**src/design/tcm_pkg.sv**
```systemverilog
// shared constants, types and helpers of the threshold crossing monitor
package tcm_pkg;

   localparam int CHANNELS          = 8;
   localparam int SLOTS_PER_CHANNEL = 4;
   localparam int SAMPLE_BITS       = 10;
   localparam int MAX_RESULTS       = 4;

   localparam int CHANNEL_BITS = 3;
   localparam int SLOT_BITS    = 2;
   localparam int COND_BITS    = 2;
   localparam int TOTAL_SLOTS  = CHANNELS * SLOTS_PER_CHANNEL;
   localparam int INDEX_BITS   = $clog2(TOTAL_SLOTS);
   localparam int HITS_BITS    = $clog2(MAX_RESULTS + 1);
   localparam int QUEUE_DEPTH  = 2;
   localparam int QUEUE_BITS   = $clog2(QUEUE_DEPTH);
   localparam int COUNT_BITS   = $clog2(QUEUE_DEPTH + 1);

   localparam logic [SLOT_BITS-1:0] LAST_SLOT = SLOT_BITS'(SLOTS_PER_CHANNEL - 1);

   typedef enum logic {
      KIND_SAMPLE = 1'b0,
      KIND_RULE   = 1'b1
   } kind_type;

   typedef enum logic [COND_BITS-1:0] {
      COND_OFF  = 2'd0,
      COND_FALL = 2'd1,
      COND_RISE = 2'd2
   } cond_type;

   typedef enum logic [1:0] {
      ST_IDLE = 2'd0,
      ST_SCAN = 2'd1,
      ST_EMIT = 2'd2
   } back_state_type;

   // classified word handed from front to back
   typedef struct packed {
      kind_type                kind;
      logic [CHANNEL_BITS-1:0] channel;
      logic [SLOT_BITS-1:0]    slot;
      cond_type                condition;
      logic [SAMPLE_BITS-1:0]  value;
   } cmd_type;

   typedef struct packed {
      logic [CHANNEL_BITS-1:0] hit_channel;
      logic [SLOT_BITS-1:0]    hit_slot;
      logic [COND_BITS-1:0]    hit_direction;
      logic [SAMPLE_BITS-1:0]  hit_threshold;
      logic [SAMPLE_BITS-1:0]  old_reading;
      logic [SAMPLE_BITS-1:0]  new_reading;
      logic                    last;
   } rsp_word_type;

   function automatic logic [INDEX_BITS-1:0] slot_index(
      input logic [CHANNEL_BITS-1:0] channel,
      input logic [SLOT_BITS-1:0]    slot
   );
      logic [INDEX_BITS+CHANNEL_BITS-1:0] full;
      full = (INDEX_BITS+CHANNEL_BITS)'(channel) * (INDEX_BITS+CHANNEL_BITS)'(SLOTS_PER_CHANNEL)
           + (INDEX_BITS+CHANNEL_BITS)'(slot);
      return full[INDEX_BITS-1:0];
   endfunction

endpackage

```
**src/design/tcm_if.sv**
```systemverilog
// valid/ready channel interfaces for request and notification words
interface tcm_req_if;
   import tcm_pkg::*;

   logic                    valid;
   logic                    ready;
   logic                    action;
   logic [CHANNEL_BITS-1:0] channel;
   logic [SLOT_BITS-1:0]    slot;
   logic [SAMPLE_BITS-1:0]  sample_value;
   logic [COND_BITS-1:0]    rule_condition;
   logic [SAMPLE_BITS-1:0]  rule_threshold;

   modport source (
      output valid, action, channel, slot, sample_value, rule_condition, rule_threshold,
      input  ready
   );
   modport sink (
      input  valid, action, channel, slot, sample_value, rule_condition, rule_threshold,
      output ready
   );
endinterface

interface tcm_rsp_if;
   import tcm_pkg::*;

   logic                    valid;
   logic                    ready;
   logic [CHANNEL_BITS-1:0] hit_channel;
   logic [SLOT_BITS-1:0]    hit_slot;
   logic [COND_BITS-1:0]    hit_direction;
   logic [SAMPLE_BITS-1:0]  hit_threshold;
   logic [SAMPLE_BITS-1:0]  old_reading;
   logic [SAMPLE_BITS-1:0]  new_reading;
   logic                    last;

   modport source (
      output valid, hit_channel, hit_slot, hit_direction, hit_threshold,
             old_reading, new_reading, last,
      input  ready
   );
   modport sink (
      input  valid, hit_channel, hit_slot, hit_direction, hit_threshold,
             old_reading, new_reading, last,
      output ready
   );
endinterface

```
**src/design/tcm_front.sv**
```systemverilog
// front end: accepts request words, drops out of range ones, classifies the rest
module tcm_front (
   input  logic             clock,
   input  logic             reset,
   tcm_req_if.sink          req,
   output logic             push_valid,
   output tcm_pkg::cmd_type push_cmd,
   input  logic             q_full
);
   import tcm_pkg::*;

   logic    hold_valid_ff, hold_valid_in;
   cmd_type hold_ff, hold_in;
   cmd_type cls;
   logic    in_range;
   logic    accept;
   logic    pushed;

   always_comb begin
      cls.kind    = req.action ? KIND_RULE : KIND_SAMPLE;
      cls.channel = req.channel;
      cls.slot    = req.slot;
      cls.value   = req.action ? req.rule_threshold : req.sample_value;
      case (req.rule_condition)
         COND_FALL: cls.condition = COND_FALL;
         COND_RISE: cls.condition = COND_RISE;
         default:   cls.condition = COND_OFF;
      endcase
      in_range = (int'(req.channel) < CHANNELS)
              && (!req.action || (int'(req.slot) < SLOTS_PER_CHANNEL));
   end

   assign pushed     = hold_valid_ff && !q_full;
   assign req.ready  = !hold_valid_ff || !q_full;
   assign accept     = req.valid && req.ready;
   assign push_valid = hold_valid_ff;
   assign push_cmd   = hold_ff;

   always_comb begin
      hold_valid_in = hold_valid_ff;
      hold_in       = hold_ff;
      if (accept) begin
         hold_valid_in = in_range;
         hold_in       = cls;
      end else if (pushed) begin
         hold_valid_in = 1'b0;
      end
   end

   always_ff @(posedge clock) begin
      if (reset) begin
         hold_valid_ff <= 1'b0;
      end else begin
         hold_valid_ff <= hold_valid_in;
      end
   end

   always_ff @(posedge clock) begin
      hold_ff <= hold_in;
   end

endmodule

```
**src/design/tcm_queue.sv**
```systemverilog
// short queue of classified words between front and back
module tcm_queue (
   input  logic             clock,
   input  logic             reset,
   input  logic             push_valid,
   input  tcm_pkg::cmd_type push_cmd,
   output logic             full,
   output logic             head_valid,
   output tcm_pkg::cmd_type head,
   input  logic             pop
);
   import tcm_pkg::*;

   cmd_type                entries_ff [QUEUE_DEPTH];
   logic [QUEUE_BITS-1:0]  wr_ptr_ff, wr_ptr_in;
   logic [QUEUE_BITS-1:0]  rd_ptr_ff, rd_ptr_in;
   logic [COUNT_BITS-1:0]  count_ff, count_in;
   logic                   push_en;
   logic                   pop_en;

   assign full       = (count_ff == COUNT_BITS'(QUEUE_DEPTH));
   assign head_valid = (count_ff != '0);
   assign head       = entries_ff[rd_ptr_ff];
   assign push_en    = push_valid && !full;
   assign pop_en     = pop && head_valid;

   always_comb begin
      wr_ptr_in = wr_ptr_ff;
      rd_ptr_in = rd_ptr_ff;
      count_in  = count_ff;
      if (push_en) begin
         wr_ptr_in = (wr_ptr_ff == QUEUE_BITS'(QUEUE_DEPTH - 1)) ? '0 : wr_ptr_ff + 1'b1;
      end
      if (pop_en) begin
         rd_ptr_in = (rd_ptr_ff == QUEUE_BITS'(QUEUE_DEPTH - 1)) ? '0 : rd_ptr_ff + 1'b1;
      end
      case ({push_en, pop_en})
         2'b10:   count_in = count_ff + 1'b1;
         2'b01:   count_in = count_ff - 1'b1;
         default: count_in = count_ff;
      endcase
   end

   always_ff @(posedge clock) begin
      if (reset) begin
         wr_ptr_ff <= '0;
         rd_ptr_ff <= '0;
         count_ff  <= '0;
      end else begin
         wr_ptr_ff <= wr_ptr_in;
         rd_ptr_ff <= rd_ptr_in;
         count_ff  <= count_in;
      end
   end

   always_ff @(posedge clock) begin
      if (push_en) begin
         entries_ff[wr_ptr_ff] <= push_cmd;
      end
   end

endmodule

```
**src/design/tcm_back.sv**
```systemverilog
// back end: rule tables, stored readings, slot scan and notification register
module tcm_back (
   input  logic             clock,
   input  logic             reset,
   input  logic             head_valid,
   input  tcm_pkg::cmd_type head,
   output logic             pop,
   tcm_rsp_if.source        rsp
);
   import tcm_pkg::*;

   back_state_type               state_ff, state_in;
   cmd_type                      cur_ff, cur_in;
   logic [SAMPLE_BITS-1:0]       old_ff, old_in;
   logic [SLOT_BITS-1:0]         slot_ff, slot_in;
   logic [SLOTS_PER_CHANNEL-1:0] mask_ff, mask_in;
   logic [HITS_BITS-1:0]         hits_ff, hits_in;
   logic                         rsp_valid_ff, rsp_valid_in;
   rsp_word_type                 rsp_ff, rsp_in;

   cond_type                     cond_ff [TOTAL_SLOTS];
   logic [SAMPLE_BITS-1:0]       thr_ff [TOTAL_SLOTS];
   logic [SAMPLE_BITS-1:0]       prev_ff [CHANNELS];
   logic [CHANNELS-1:0]          seen_ff;

   logic [INDEX_BITS-1:0]        idx;
   logic [INDEX_BITS-1:0]        rule_idx;
   cond_type                     cur_cond;
   logic [SAMPLE_BITS-1:0]       cur_thr;
   logic                         fire;
   logic                         out_free;
   logic                         advance;
   logic [SLOTS_PER_CHANNEL-1:0] above;
   logic                         is_last;
   logic                         head_seen;
   logic                         rule_we;
   logic                         store_we;
   logic [CHANNEL_BITS-1:0]      store_ch;
   logic [SAMPLE_BITS-1:0]       store_val;

   assign idx       = slot_index(cur_ff.channel, slot_ff);
   assign rule_idx  = slot_index(head.channel, head.slot);
   assign cur_cond  = cond_ff[idx];
   assign cur_thr   = thr_ff[idx];
   assign out_free  = !rsp_valid_ff || rsp.ready;
   assign advance   = !mask_ff[slot_ff] || out_free;
   assign head_seen = seen_ff[head.channel];

   always_comb begin
      case (cur_cond)
         COND_FALL: fire = (old_ff > cur_thr) && (cur_ff.value <= cur_thr);
         COND_RISE: fire = (old_ff < cur_thr) && (cur_ff.value >= cur_thr);
         default:   fire = 1'b0;
      endcase
      for (int i = 0; i < SLOTS_PER_CHANNEL; i++) begin
         above[i] = (SLOT_BITS'(i) > slot_ff);
      end
      is_last = ~|(mask_ff & above);
   end

   // next state
   always_comb begin
      state_in = state_ff;
      case (state_ff)
         ST_IDLE: begin
            if (head_valid && head.kind == KIND_SAMPLE && head_seen) begin
               state_in = ST_SCAN;
            end
         end
         ST_SCAN: begin
            if (slot_ff == LAST_SLOT) begin
               state_in = ST_EMIT;
            end
         end
         ST_EMIT: begin
            if (advance && slot_ff == LAST_SLOT) begin
               state_in = ST_IDLE;
            end
         end
         default: state_in = ST_IDLE;
      endcase
   end

   // datapath and outputs
   always_comb begin
      pop          = 1'b0;
      cur_in       = cur_ff;
      old_in       = old_ff;
      slot_in      = slot_ff;
      mask_in      = mask_ff;
      hits_in      = hits_ff;
      rsp_valid_in = rsp_valid_ff && !rsp.ready;
      rsp_in       = rsp_ff;
      rule_we      = 1'b0;
      store_we     = 1'b0;
      store_ch     = cur_ff.channel;
      store_val    = cur_ff.value;
      case (state_ff)
         ST_IDLE: begin
            pop = head_valid;
            if (head_valid) begin
               cur_in  = head;
               old_in  = prev_ff[head.channel];
               slot_in = '0;
               mask_in = '0;
               hits_in = '0;
               if (head.kind == KIND_RULE) begin
                  rule_we = 1'b1;
               end else if (!head_seen) begin
                  store_we  = 1'b1;
                  store_ch  = head.channel;
                  store_val = head.value;
               end
            end
         end
         ST_SCAN: begin
            if (fire && hits_ff < HITS_BITS'(MAX_RESULTS)) begin
               mask_in[slot_ff] = 1'b1;
               hits_in          = hits_ff + 1'b1;
            end
            slot_in = (slot_ff == LAST_SLOT) ? '0 : slot_ff + 1'b1;
         end
         ST_EMIT: begin
            if (advance) begin
               if (mask_ff[slot_ff]) begin
                  rsp_valid_in         = 1'b1;
                  rsp_in.hit_channel   = cur_ff.channel;
                  rsp_in.hit_slot      = slot_ff;
                  rsp_in.hit_direction = cur_cond;
                  rsp_in.hit_threshold = cur_thr;
                  rsp_in.old_reading   = old_ff;
                  rsp_in.new_reading   = cur_ff.value;
                  rsp_in.last          = is_last;
               end
               if (slot_ff == LAST_SLOT) begin
                  slot_in  = '0;
                  store_we = 1'b1;
               end else begin
                  slot_in = slot_ff + 1'b1;
               end
            end
         end
         default: begin
            pop = 1'b0;
         end
      endcase
   end

   always_ff @(posedge clock) begin
      if (reset) begin
         state_ff     <= ST_IDLE;
         rsp_valid_ff <= 1'b0;
         seen_ff      <= '0;
      end else begin
         state_ff     <= state_in;
         rsp_valid_ff <= rsp_valid_in;
         if (store_we) begin
            seen_ff[store_ch] <= 1'b1;
         end
      end
   end

   always_ff @(posedge clock) begin
      cur_ff  <= cur_in;
      old_ff  <= old_in;
      slot_ff <= slot_in;
      mask_ff <= mask_in;
      hits_ff <= hits_in;
      rsp_ff  <= rsp_in;
   end

   always_ff @(posedge clock) begin
      if (reset) begin
         for (int i = 0; i < TOTAL_SLOTS; i++) begin
            cond_ff[i] <= COND_OFF;
         end
      end else if (rule_we) begin
         cond_ff[rule_idx] <= head.condition;
      end
   end

   always_ff @(posedge clock) begin
      if (rule_we) begin
         thr_ff[rule_idx] <= head.value;
      end
   end

   always_ff @(posedge clock) begin
      if (store_we) begin
         prev_ff[store_ch] <= store_val;
      end
   end

   assign rsp.valid         = rsp_valid_ff;
   assign rsp.hit_channel   = rsp_ff.hit_channel;
   assign rsp.hit_slot      = rsp_ff.hit_slot;
   assign rsp.hit_direction = rsp_ff.hit_direction;
   assign rsp.hit_threshold = rsp_ff.hit_threshold;
   assign rsp.old_reading   = rsp_ff.old_reading;
   assign rsp.new_reading   = rsp_ff.new_reading;
   assign rsp.last          = rsp_ff.last;

endmodule

```
**src/design/threshold_crossing_monitor.sv**
```systemverilog
// top level of the multichannel threshold crossing monitor
//
// req_ch takes one word per valid/ready handshake: either a sample for a
// channel or a write of one rule slot (condition and threshold). rsp_ch
// gives one notification word per firing slot, the final one of a sample
// marked with last. Rule writes and a channel's first sample give nothing.
// A word is registered in the front, passes a two-entry queue and is then
// carried out by the back, so the request side keeps taking words while a
// notification waits on rsp_ch.
// A rule write or first sample occupies the back for its pick-up step
// only. Any other sample passes a pick-up step, a scan of the rule table
// slot by slot, and an emit pass over the slots, during which the back
// holds while a firing slot's notification cannot leave; the reading is
// stored as the emit pass leaves the last slot.
// When rsp_ch stalls, the back holds on the waiting notification, the
// queue fills and req_ch drops ready. Synchronous reset disables every
// rule slot and forgets all stored readings; nothing waits in any stage.
module threshold_crossing_monitor (
   input logic       clock,
   input logic       reset,
   tcm_req_if.sink   req_ch,
   tcm_rsp_if.source rsp_ch
);
   import tcm_pkg::*;

   logic    push_valid;
   cmd_type push_cmd;
   logic    q_full;
   logic    head_valid;
   cmd_type head;
   logic    pop;

   tcm_front u_front (
      .clock      (clock),
      .reset      (reset),
      .req        (req_ch),
      .push_valid (push_valid),
      .push_cmd   (push_cmd),
      .q_full     (q_full)
   );

   tcm_queue u_queue (
      .clock      (clock),
      .reset      (reset),
      .push_valid (push_valid),
      .push_cmd   (push_cmd),
      .full       (q_full),
      .head_valid (head_valid),
      .head       (head),
      .pop        (pop)
   );

   tcm_back u_back (
      .clock      (clock),
      .reset      (reset),
      .head_valid (head_valid),
      .head       (head),
      .pop        (pop),
      .rsp        (rsp_ch)
   );

endmodule
```
**src/flat_wrapper.sv**
```systemverilog
// flat-port wrapper written by rule: the top's interface ports become plain ports
module threshold_crossing_monitor_flat import tcm_pkg::*;
  (clock, reset, req_ch_valid, req_ch_action, req_ch_channel, req_ch_slot, req_ch_sample_value, req_ch_rule_condition, req_ch_rule_threshold, req_ch_ready, rsp_ch_valid, rsp_ch_hit_channel, rsp_ch_hit_slot, rsp_ch_hit_direction, rsp_ch_hit_threshold, rsp_ch_old_reading, rsp_ch_new_reading, rsp_ch_last, rsp_ch_ready);
  tcm_req_if req_ch_i ();
  tcm_rsp_if rsp_ch_i ();
  input logic clock;
  input logic reset;
  input wire logic [$bits(req_ch_i.valid)-1:0] req_ch_valid;
  input wire logic [$bits(req_ch_i.action)-1:0] req_ch_action;
  input wire logic [$bits(req_ch_i.channel)-1:0] req_ch_channel;
  input wire logic [$bits(req_ch_i.slot)-1:0] req_ch_slot;
  input wire logic [$bits(req_ch_i.sample_value)-1:0] req_ch_sample_value;
  input wire logic [$bits(req_ch_i.rule_condition)-1:0] req_ch_rule_condition;
  input wire logic [$bits(req_ch_i.rule_threshold)-1:0] req_ch_rule_threshold;
  output wire logic [$bits(req_ch_i.ready)-1:0] req_ch_ready;
  output wire logic [$bits(rsp_ch_i.valid)-1:0] rsp_ch_valid;
  output wire logic [$bits(rsp_ch_i.hit_channel)-1:0] rsp_ch_hit_channel;
  output wire logic [$bits(rsp_ch_i.hit_slot)-1:0] rsp_ch_hit_slot;
  output wire logic [$bits(rsp_ch_i.hit_direction)-1:0] rsp_ch_hit_direction;
  output wire logic [$bits(rsp_ch_i.hit_threshold)-1:0] rsp_ch_hit_threshold;
  output wire logic [$bits(rsp_ch_i.old_reading)-1:0] rsp_ch_old_reading;
  output wire logic [$bits(rsp_ch_i.new_reading)-1:0] rsp_ch_new_reading;
  output wire logic [$bits(rsp_ch_i.last)-1:0] rsp_ch_last;
  input wire logic [$bits(rsp_ch_i.ready)-1:0] rsp_ch_ready;
  assign req_ch_i.valid = req_ch_valid;
  assign req_ch_i.action = req_ch_action;
  assign req_ch_i.channel = req_ch_channel;
  assign req_ch_i.slot = req_ch_slot;
  assign req_ch_i.sample_value = req_ch_sample_value;
  assign req_ch_i.rule_condition = req_ch_rule_condition;
  assign req_ch_i.rule_threshold = req_ch_rule_threshold;
  assign req_ch_ready = req_ch_i.ready;
  assign rsp_ch_valid = rsp_ch_i.valid;
  assign rsp_ch_hit_channel = rsp_ch_i.hit_channel;
  assign rsp_ch_hit_slot = rsp_ch_i.hit_slot;
  assign rsp_ch_hit_direction = rsp_ch_i.hit_direction;
  assign rsp_ch_hit_threshold = rsp_ch_i.hit_threshold;
  assign rsp_ch_old_reading = rsp_ch_i.old_reading;
  assign rsp_ch_new_reading = rsp_ch_i.new_reading;
  assign rsp_ch_last = rsp_ch_i.last;
  assign rsp_ch_i.ready = rsp_ch_ready;
  threshold_crossing_monitor u_core (.clock(clock), .reset(reset), .req_ch(req_ch_i), .rsp_ch(rsp_ch_i));
endmodule
```
**config.mk**
```make
export PLATFORM = sky130hd
export DESIGN_NAME = threshold_crossing_monitor_flat
export DESIGN_NICKNAME = d
export VERILOG_FILES = /design/src/design/tcm_pkg.sv /design/src/design/tcm_if.sv /design/src/design/tcm_front.sv /design/src/design/tcm_queue.sv /design/src/design/tcm_back.sv /design/src/design/threshold_crossing_monitor.sv /design/src/flat_wrapper.sv
export SDC_FILE = /design/constraint.sdc
export NUM_CORES = 1
export LEC_CHECK = 0
export ABC_AREA = 1
export BUFFER_PORTS_ARGS = -buffer_cell sky130_fd_sc_hd__buf_2
export CAP_MARGIN = 20
export CORE_MARGIN = 2
export CORE_UTILIZATION = 61
export CTS_CLUSTER_SIZE = 14
export DETAILED_ROUTE_END_ITERATION = 8
export PLACE_DENSITY = 0.78
export SLEW_MARGIN = 40
export SYNTH_ARGS = -nofsm -noshare
export SYNTH_HDL_FRONTEND = slang
export SYNTH_SLANG_ARGS = --single-unit
```
**constraint.sdc**
```tcl
create_clock -name clock -period 4.2 [get_ports clock]
set_clock_uncertainty 0.2 [all_clocks]
set_input_delay 0.21 -clock clock [delete_from_list [all_inputs] [get_ports clock]]
set_output_delay 0.21 -clock clock [all_outputs]
set_load 0.05 [all_outputs]
```
Word-level counts from Yosys, hierarchy flattened

Memories as Yosys holds them, arrays and structs flattened. A register that Yosys moved wholly into a read port is not among the register bits.
Index checks and enable logic that the tools add are counted.

$lt $le $gt $ge: 14
Bitwise logic cells: 4
$add $sub $neg: 8
Mux-type cells: 67
Reduce and logical (&&, ||, !) cells: 34
Equality and inequality tests: 16

Operator list:

| operator                                                   | number |
|---|---|
| 2-to-1 mux 10 bit                                          | 5 |
| 2-to-1 mux 1 bit                                           | 34 |
| 2-to-1 mux 3 bit                                           | 6 |
| 2-to-1 mux 2 bit                                           | 7 |
| equality test 2 bit, second input constant                 | 6 |
| logical AND 1 bit                                          | 12 |
| != test 2 bit, second input constant                       | 6 |
| one-hot mux 2 bit (3 select lines)                         | 2 |
| AND reduction 3 bit                                        | 4 |
| adder 5 x 2 -> 5 bit                                       | 2 |
| >= comparator 10 bit                                       | 1 |
| greater-than comparator 10 bit                             | 1 |
| less-or-equal comparator 10 bit                            | 1 |
| less-than comparator 10 bit                                | 1 |
| equality test 2 x 1 -> 1 bit, second input constant        | 4 |
| less-than comparator 3 x 4 -> 1 bit, second input constant | 2 |
| 2-to-1 mux 4 bit                                           | 2 |
| OR 8 bit                                                   | 1 |
| one-hot mux 2 bit (2 select lines)                         | 2 |
| one-hot mux 4 bit (2 select lines)                         | 1 |
| nonzero test 2 bit                                         | 4 |
| logical NOT 1 bit                                          | 6 |
| one-hot mux 3 bit (2 select lines)                         | 1 |
| 2-to-1 mux 5 bit                                           | 1 |
| other kinds (24)                                           | 31 |

Word-level logic and storage cells: 171
Bits of input ports: 32
Memories kept: 4
Flip-flop bits (word level): 94
Bits in writable memories: 500

Memories:

| name                      | depth | width | rd ports | clocked after Yosys merged registers in | write ports | line            | text |
|---|---|---|---|---|---|---|---|
| u_core.u_back.thr_ff      | 32    | 10    | 1        | 0                                       | 1           | tcm_back.sv:22  | `logic [SAMPLE_BITS-1:0] thr_ff [TOTAL_SLOTS];` |
| u_core.u_back.prev_ff     | 8     | 10    | 1        | 1                                       | 1           | tcm_back.sv:23  | `logic [SAMPLE_BITS-1:0] prev_ff [CHANNELS];` |
| u_core.u_back.cond_ff     | 32    | 2     | 1        | 0                                       | 32          | tcm_back.sv:21  | `cond_type cond_ff [TOTAL_SLOTS];` |
| u_core.u_queue.entries_ff | 2     | 18    | 1        | 1                                       | 1           | tcm_queue.sv:14 | `cmd_type entries_ff [QUEUE_DEPTH];` |

Logic depth before layout (Yosys ltp)

Depth after elaboration: 11
Mapped depth: 24
Gate-level depth less buffers: 21

Cells and area by module

Synthesis repeated with hierarchy kept, for this count alone.

Cells, all modules: 1941
Area total of the unflattened synthesis: 24851.3 um^2

By module, submodules not included:

| module    | instances | cells each | seq. area each (um^2) | area an instance (um^2) |
|---|---|---|---|---|
| tcm_back  | 1         | 1786       | 16255.6               | 22469.0 |
| tcm_queue | 1         | 96         | 1181.1                | 1604.0 |
| tcm_front | 1         | 59         | 560.5                 | 778.2 |

Worst setup path before layout

No wires, ideal clock.

Path kind: reg2reg
Start point: reg u_core.u_back.slot_ff[1]
End point: reg u_core.u_back.hits_ff[0], enable pin
Setup slack: 582 ps
Period minus slack after synthesis: 3618 ps
Data arrival time: 3045 ps
Stages on the path, launching flop included: 22
Buffers on the path: 3
Data required time: 3627 ps
Setup time: 373 ps
Cells stage by stage: edfxtp_1 -> buf_2 -> inv_1 -> buf_4 -> clkbuf_1 -> o21ai_0 -> o221ai_1 -> nand3_1 -> nand2_1 -> nand2_1 -> o21ai_2 -> inv_1 -> ha_1 -> nand2_1 -> nor2_1 -> and2_1 -> o21ai_0 -> nand4_1 -> nand2_1 -> o21ai_0 -> nand2_1 -> a21oi_1

Cells in the longest elaborated chain, start to end: 8

RTL lines:

| element                                                   | line                           | text |
|---|---|---|
| start, declared                                           | tcm_back.sv:15                 | `logic [SLOT_BITS-1:0] slot_ff, slot_in;` |
| start signal, assigned                                    | tcm_back.sv:166                | `slot_ff <= slot_in;` |
| adder 5 x 2 -> 5 bit (*)                                  | tcm_pkg.sv:63                  | `+ (INDEX_BITS+CHANNEL_BITS)'(slot);` |
| memory (32 x 10 bit) (*)                                  | n/a                            |  |
| net u_core.u_back.cur_thr[9]                              | tcm_back.sv:29                 | `logic [SAMPLE_BITS-1:0] cur_thr;` |
| less-than comparator 10 bit, or another cell as far along | tcm_back.sv:52                 | `COND_RISE: fire = (old_ff < cur_thr) && (cur_ff.value >= cur_thr);` |
| logical AND 1 bit, on equally long branches               | tcm_back.sv:52, tcm_back.sv:51 |  |
| one-hot mux 1 bit (2 select lines) (*)                    | tcm_back.sv:50                 | `case (cur_cond)` |
| logical AND 1 bit (*)                                     | tcm_back.sv:117                | `if (fire && hits_ff < HITS_BITS'(MAX_RESULTS)) begin` |
| != test 2 bit (no source line) (*)                        | n/a                            |  |
| AND reduction 3 bit (no source line) (*)                  | n/a                            |  |
| end signal, assigned                                      | tcm_back.sv:168                | `hits_ff <= hits_in;` |
| end, declared                                             | tcm_back.sv:17                 | `logic [HITS_BITS-1:0] hits_ff, hits_in;` |

Mark *: on every way through the listed nets, which the timed path passes. The rest lies on a longest branch.
A chain may end at the register's enable or synchronous reset.

Final worst setup path

Start point: reg u_core.u_back.slot_ff[0]
End point: reg u_core.u_back.mask_ff[2], enable pin

Cells in the longest elaborated chain, start to end: 8

RTL lines:

| element                                                   | line                           | text |
|---|---|---|
| adder 5 x 2 -> 5 bit (*)                                  | tcm_pkg.sv:63                  |  |
| memory (32 x 10 bit) (*)                                  | n/a                            |  |
| net u_core.u_back.cur_thr[7]                              | tcm_back.sv:29                 |  |
| less-than comparator 10 bit, or another cell as far along | tcm_back.sv:52                 |  |
| logical AND 1 bit, on equally long branches               | tcm_back.sv:52, tcm_back.sv:51 |  |
| one-hot mux 1 bit (2 select lines) (*)                    | tcm_back.sv:50                 |  |
| logical AND 1 bit (*)                                     | tcm_back.sv:117                |  |
| != test 2 bit (no source line) (*)                        | n/a                            |  |
| AND reduction 3 bit (no source line) (*)                  | n/a                            |  |
| end signal, assigned                                      | tcm_back.sv:167                | `mask_ff <= mask_in;` |
| end, declared                                             | tcm_back.sv:16                 | `logic [SLOTS_PER_CHANNEL-1:0] mask_ff, mask_in;` |

Marked as above.

==> impl_metrics.sql <==
INSERT INTO impl_metrics (metric_group, metric, value, unit) VALUES
('place', 'hpwl', '38.03', 'mm'),
('global_route', 'via_count_of_the_first_global_routing_pass', '16384', ''),
('floorplan', 'ioPinCount', '72', ''),
('timing', 'finalSetupViolations', '0', ''),
('cts', 'tritoncts', 'done', ''),
('worst_setup_path', 'cell_by_cell_trace_of_the_critical_path', 'buf_4, clkbuf_16, o21ai_0, o221ai_1, nand3_1, nand2_1, inv_1, o21ai_2, inv_1, ha_1, nand2_1, nor2_1, and2_1, o21ai_0, nand4_1, nand2_1, o21ai_0, nand2_1, a21oi_1, buf_4', ''),
('logic_synthesis', 'mean_instance_size_in_the_synthesized_netlist', '12.82', 'um^2'),
('routing', 'highest-signal-layer', 'met4', ''),
('logic_synthesis', 'synthesis.area', '24660', 'um^2'),
('place', 'replace_congestion', '0.9044', ''),
('worst_setup_path', 'worst_setup_path_end_kind', 'register', ''),
('cts', 'cts.clk_slew.worst_paths', '60', 'ps'),
('cts', 'clk_root_buffer_cell', 'clkbuf_16', ''),
('hold_path', 'type_of_the_worst_min_delay_path', 'input pin to register', ''),
('global_route', 'groute.usage.overall', '30.42', '%'),
('routing', 'routed_wl', '63.80', 'mm'),
('logic_synthesis', 'synthFlopType', 'edfxtp_1', ''),
('run_status', 'run_status', 'complete, no violations', ''),
('timing', 'timing.final.crit_share', '95.57', '%'),
('pwr', 'power_leakage', '9.934', 'nW'),
('floorplan', 'core_area', '39820', 'um^2'),
('logic_synthesis', 'synth_area_leader_cell', 'edfxtp_1', ''),
('worst_setup_path', 'cpMaxStageDelayCell', 'edfxtp_1', ''),
('timing', 'max_clock_freq', '249.1', 'MHz'),
('global_route', 'grt_first_pass_wirelength', '95.04', 'mm'),
('global_route', 'grt_max_degree', '121', ''),
('worst_setup_path', 'critical-path-top-delay-family', 'compound AO/OA/AOI/OAI gates', ''),
('timing', 'slew_headroom', '39.88', '%'),
('finish', 'multi_input_comb_area', '5888', 'um^2'),
('routing', 'detail_route.first_pass.iterations', '8', ''),
('floorplan', 'placement_rows', '73', ''),
('worst_setup_path', 'crit_path_max_incr_delay', '510', 'ps'),
('logic_synthesis', 'synth-edff-count', '588', ''),
('logic_synthesis', 'synth.net_count', '1988', ''),
('pwr', 'p_per_area', '692.0', 'nW/um^2'),
('timing', 'tightest_slew', '900.8', 'ps'),
('finish', 'layout_cell_share_with_drive_strength_beyond_1', '14.70', '%'),
('logic_synthesis', 'synth_cell_type_count', '47', ''),
('timing', 'finalHoldViolations', '0', ''),
('worst_setup_path', 'cp_max_fo', '30', ''),
('global_route', 'grt_antenna_before_repair', '0', ''),
('worst_setup_path', 'path_buf_inv', '5', ''),
('worst_setup_path', 'critical_path_arrival', '4140', 'ps'),
('finish', 'finalCoreUtilization', '70.52', '%'),
('cts', 'cts.path.max_buffers', '3', ''),
('logic_synthesis', 'top_area_cell_type_share_of_the_netlist_area', '71.61', '%'),
('cts', 'clkLatencyLatePin', '620', 'ps'),
('logic_synthesis', 'synth_cells', '1924', ''),
('finish', 'nFillCells', '2614', ''),
('routing', 'drc', '0', ''),
('job', 'maxCapViolCount', '0', ''),
('logic_synthesis', 'synthArstFlopShare', '0', '%'),
('floorplan', 'die_height', '205.1', 'um'),
('floorplan', 'fp.dieW', '205.1', 'um'),
('place', 'numPlacedInstances', '2487', ''),
('routing', 'drt-vias-per-instance', '6.334', ''),
('routing', 'num_vias', '16685', ''),
('routing', 'detailroute.wirelength.met3', '7.656', 'mm'),
('pwr', 'total_power', '19.43', 'mW'),
('logic_synthesis', 'yosysSeqAreaShare', '72.99', '%'),
('finish', 'flow.area_growth_from_synthesis', '13.89', '%'),
('routing', 'routed_wire_length_per_instance', '24.22', 'um'),
('place', 'dpl-instance-area', '25910', 'um^2'),
('finish', 'fin_cells', '2634', ''),
('routing', 'wl_met2', '31.16', 'mm'),
('timing', 'period_needed', '4014', 'ps'),
('worst_setup_path', 'critical_path_class', 'register to register', ''),
('worst_setup_path', 'cp_dominant_cell_by_count', 'nand2_1', ''),
('place', 'port_buffer_count', '71', ''),
('worst_setup_path', 'worst_setup_path_start_kind', 'register', ''),
('cts', 'cts.sinks', '605', '');
flip-flops by register name (all words and copies together) (netlist names), 2 cells and up, named ones only:
name / cells
u_core.u_queue.entries_ff: 36
u_core.u_back.hits_ff: 3
u_core.u_back.mask_ff: 4
u_core.u_back.rsp.hit_direction: 2
u_core.u_back.rsp.hit_threshold: 10
u_core.u_back.prev_ff: 80
u_core.u_back.rsp.hit_channel: 3
u_core.u_back.rsp.old_reading: 10
u_core.u_back.slot_ff: 2
u_core.u_back.old_ff: 10
u_core.u_front.push_cmd: 18
u_core.u_back.rsp.hit_slot: 2
u_core.u_back.cond_ff: 64
u_core.u_back.thr_ff: 320
u_core.u_back.cur_ff: 13
u_core.u_back.state_ff: 2
u_core.u_back.seen_ff: 8
u_core.u_back.rsp.new_reading: 10
u_core.u_queue.count_ff: 2
cells in the mapped netlist (all sizes together) (3+ instances only):
| library cell | n |
|---|---|
| mux2 | 10 |
| buf | 32 |
| clkinv | 5 |
| inv | 88 |
| a21oi | 25 |
| o21ai | 256 |
| o22ai | 18 |
| edfxtp | 588 |
| nand3 | 62 |
| dfxtp | 17 |
| clkbuf | 74 |
| a221oi | 5 |
| nand4 | 14 |
| a22oi | 24 |
| nor2 | 347 |
| or2 | 3 |
| ha | 32 |
| o221ai | 78 |
| nand2 | 230 |
cell type report:
cell class / instances / area share, %
multi-input cells: 1120 / 20.97
clock buffers: 67 / 5.213
flip-flops and latches: 605 / 64.09
well taps: 525 / 2.339
inverters: 93 / 1.279
clock inverters: 38 / 0.8555
repair inverters: 1 / 0.01782
repair buffers: 185 / 5.240
power breakdown:
group          total (mW)  internal [mW]  switching (mW)
registers            8.04           7.77           0.270
logic                6.60           1.83            4.76
clock network        4.80           2.61            2.19
final timing paths:
| path | depth (start not counted) | endpoint | from | slack (ps) |
|---|---|---|---|---|
| setup / recovery | 20 | u_core.u_back.mask_ff[2] | u_core.u_back.slot_ff[0] | 190 |
| hold / removal | 2 | u_core.u_front.push_cmd[15] | req_ch_channel[1] | 130 |
| setup reg to reg | 20 | u_core.u_back.mask_ff[2] | u_core.u_back.slot_ff[0] | 190 |
| hold reg to reg | 0 | u_core.u_queue.entries_ff[0][15] | u_core.u_front.push_cmd[15] | 250 |
routing by layer:
metal	vias to the layer above	track usage (%)
met5	-	0
met3	153	5.091
met1	8063	41.35
li1	7302	-
met2	1167	49.42
met4	0	12.36
cell families (layout without fill, tap and decap cells):
group	after synthesis	in the layout	synth area share [%]
xor+xnor	1	1	0.03553
fa+ha+maj	32	32	1.624
flops	605	605	72.99
compound gates	417	417	10.47
simple gates	658	658	11.06
mux	12	12	0.5379
buf+inv	199	384	3.283
cell usage in the layout (no fill, tap or decap), types with 3 or more instances in the layout:
cell,instances
a21oi_1,17
a21oi_2,8
a221oi_1,5
a22oi_1,24
buf_12,7
buf_2,71
buf_4,66
clkbuf_1,10
clkbuf_16,60
clkinv_1,22
clkinv_2,16
dfxtp_1,17
dlygate4sd3_1,34
edfxtp_1,588
ha_1,32
inv_1,76
inv_2,10
mux2_2,10
nand2_1,214
nand2_2,12
nand2_4,3
nand3_1,54
nand3_2,7
nand4_1,14
nor2_1,336
nor2_2,7
nor2_4,4
o21ai_0,242
o21ai_1,3
o21ai_2,11
o221ai_1,78
o22ai_1,18
what timing repair did:
item / in CTS / in global routing
gates resized for setup: 0 / 12
buffers inserted: 0 / 3
setup endpoints to repair: 0 / 7
hold buffers: 34 / 0
hold endpoints to repair: 28 / 0
per-stage QoR:
step	setup slack, ps	setup TNS (ps)
after CTS	130.0	0
after global placement	317.5	0
after floorplan	581.5	0
after global routing	-15.68	-98.29
after detailed placement	130.1	0
final	185.9	0
No activity file was read; power rests on OpenSTA's default activity.
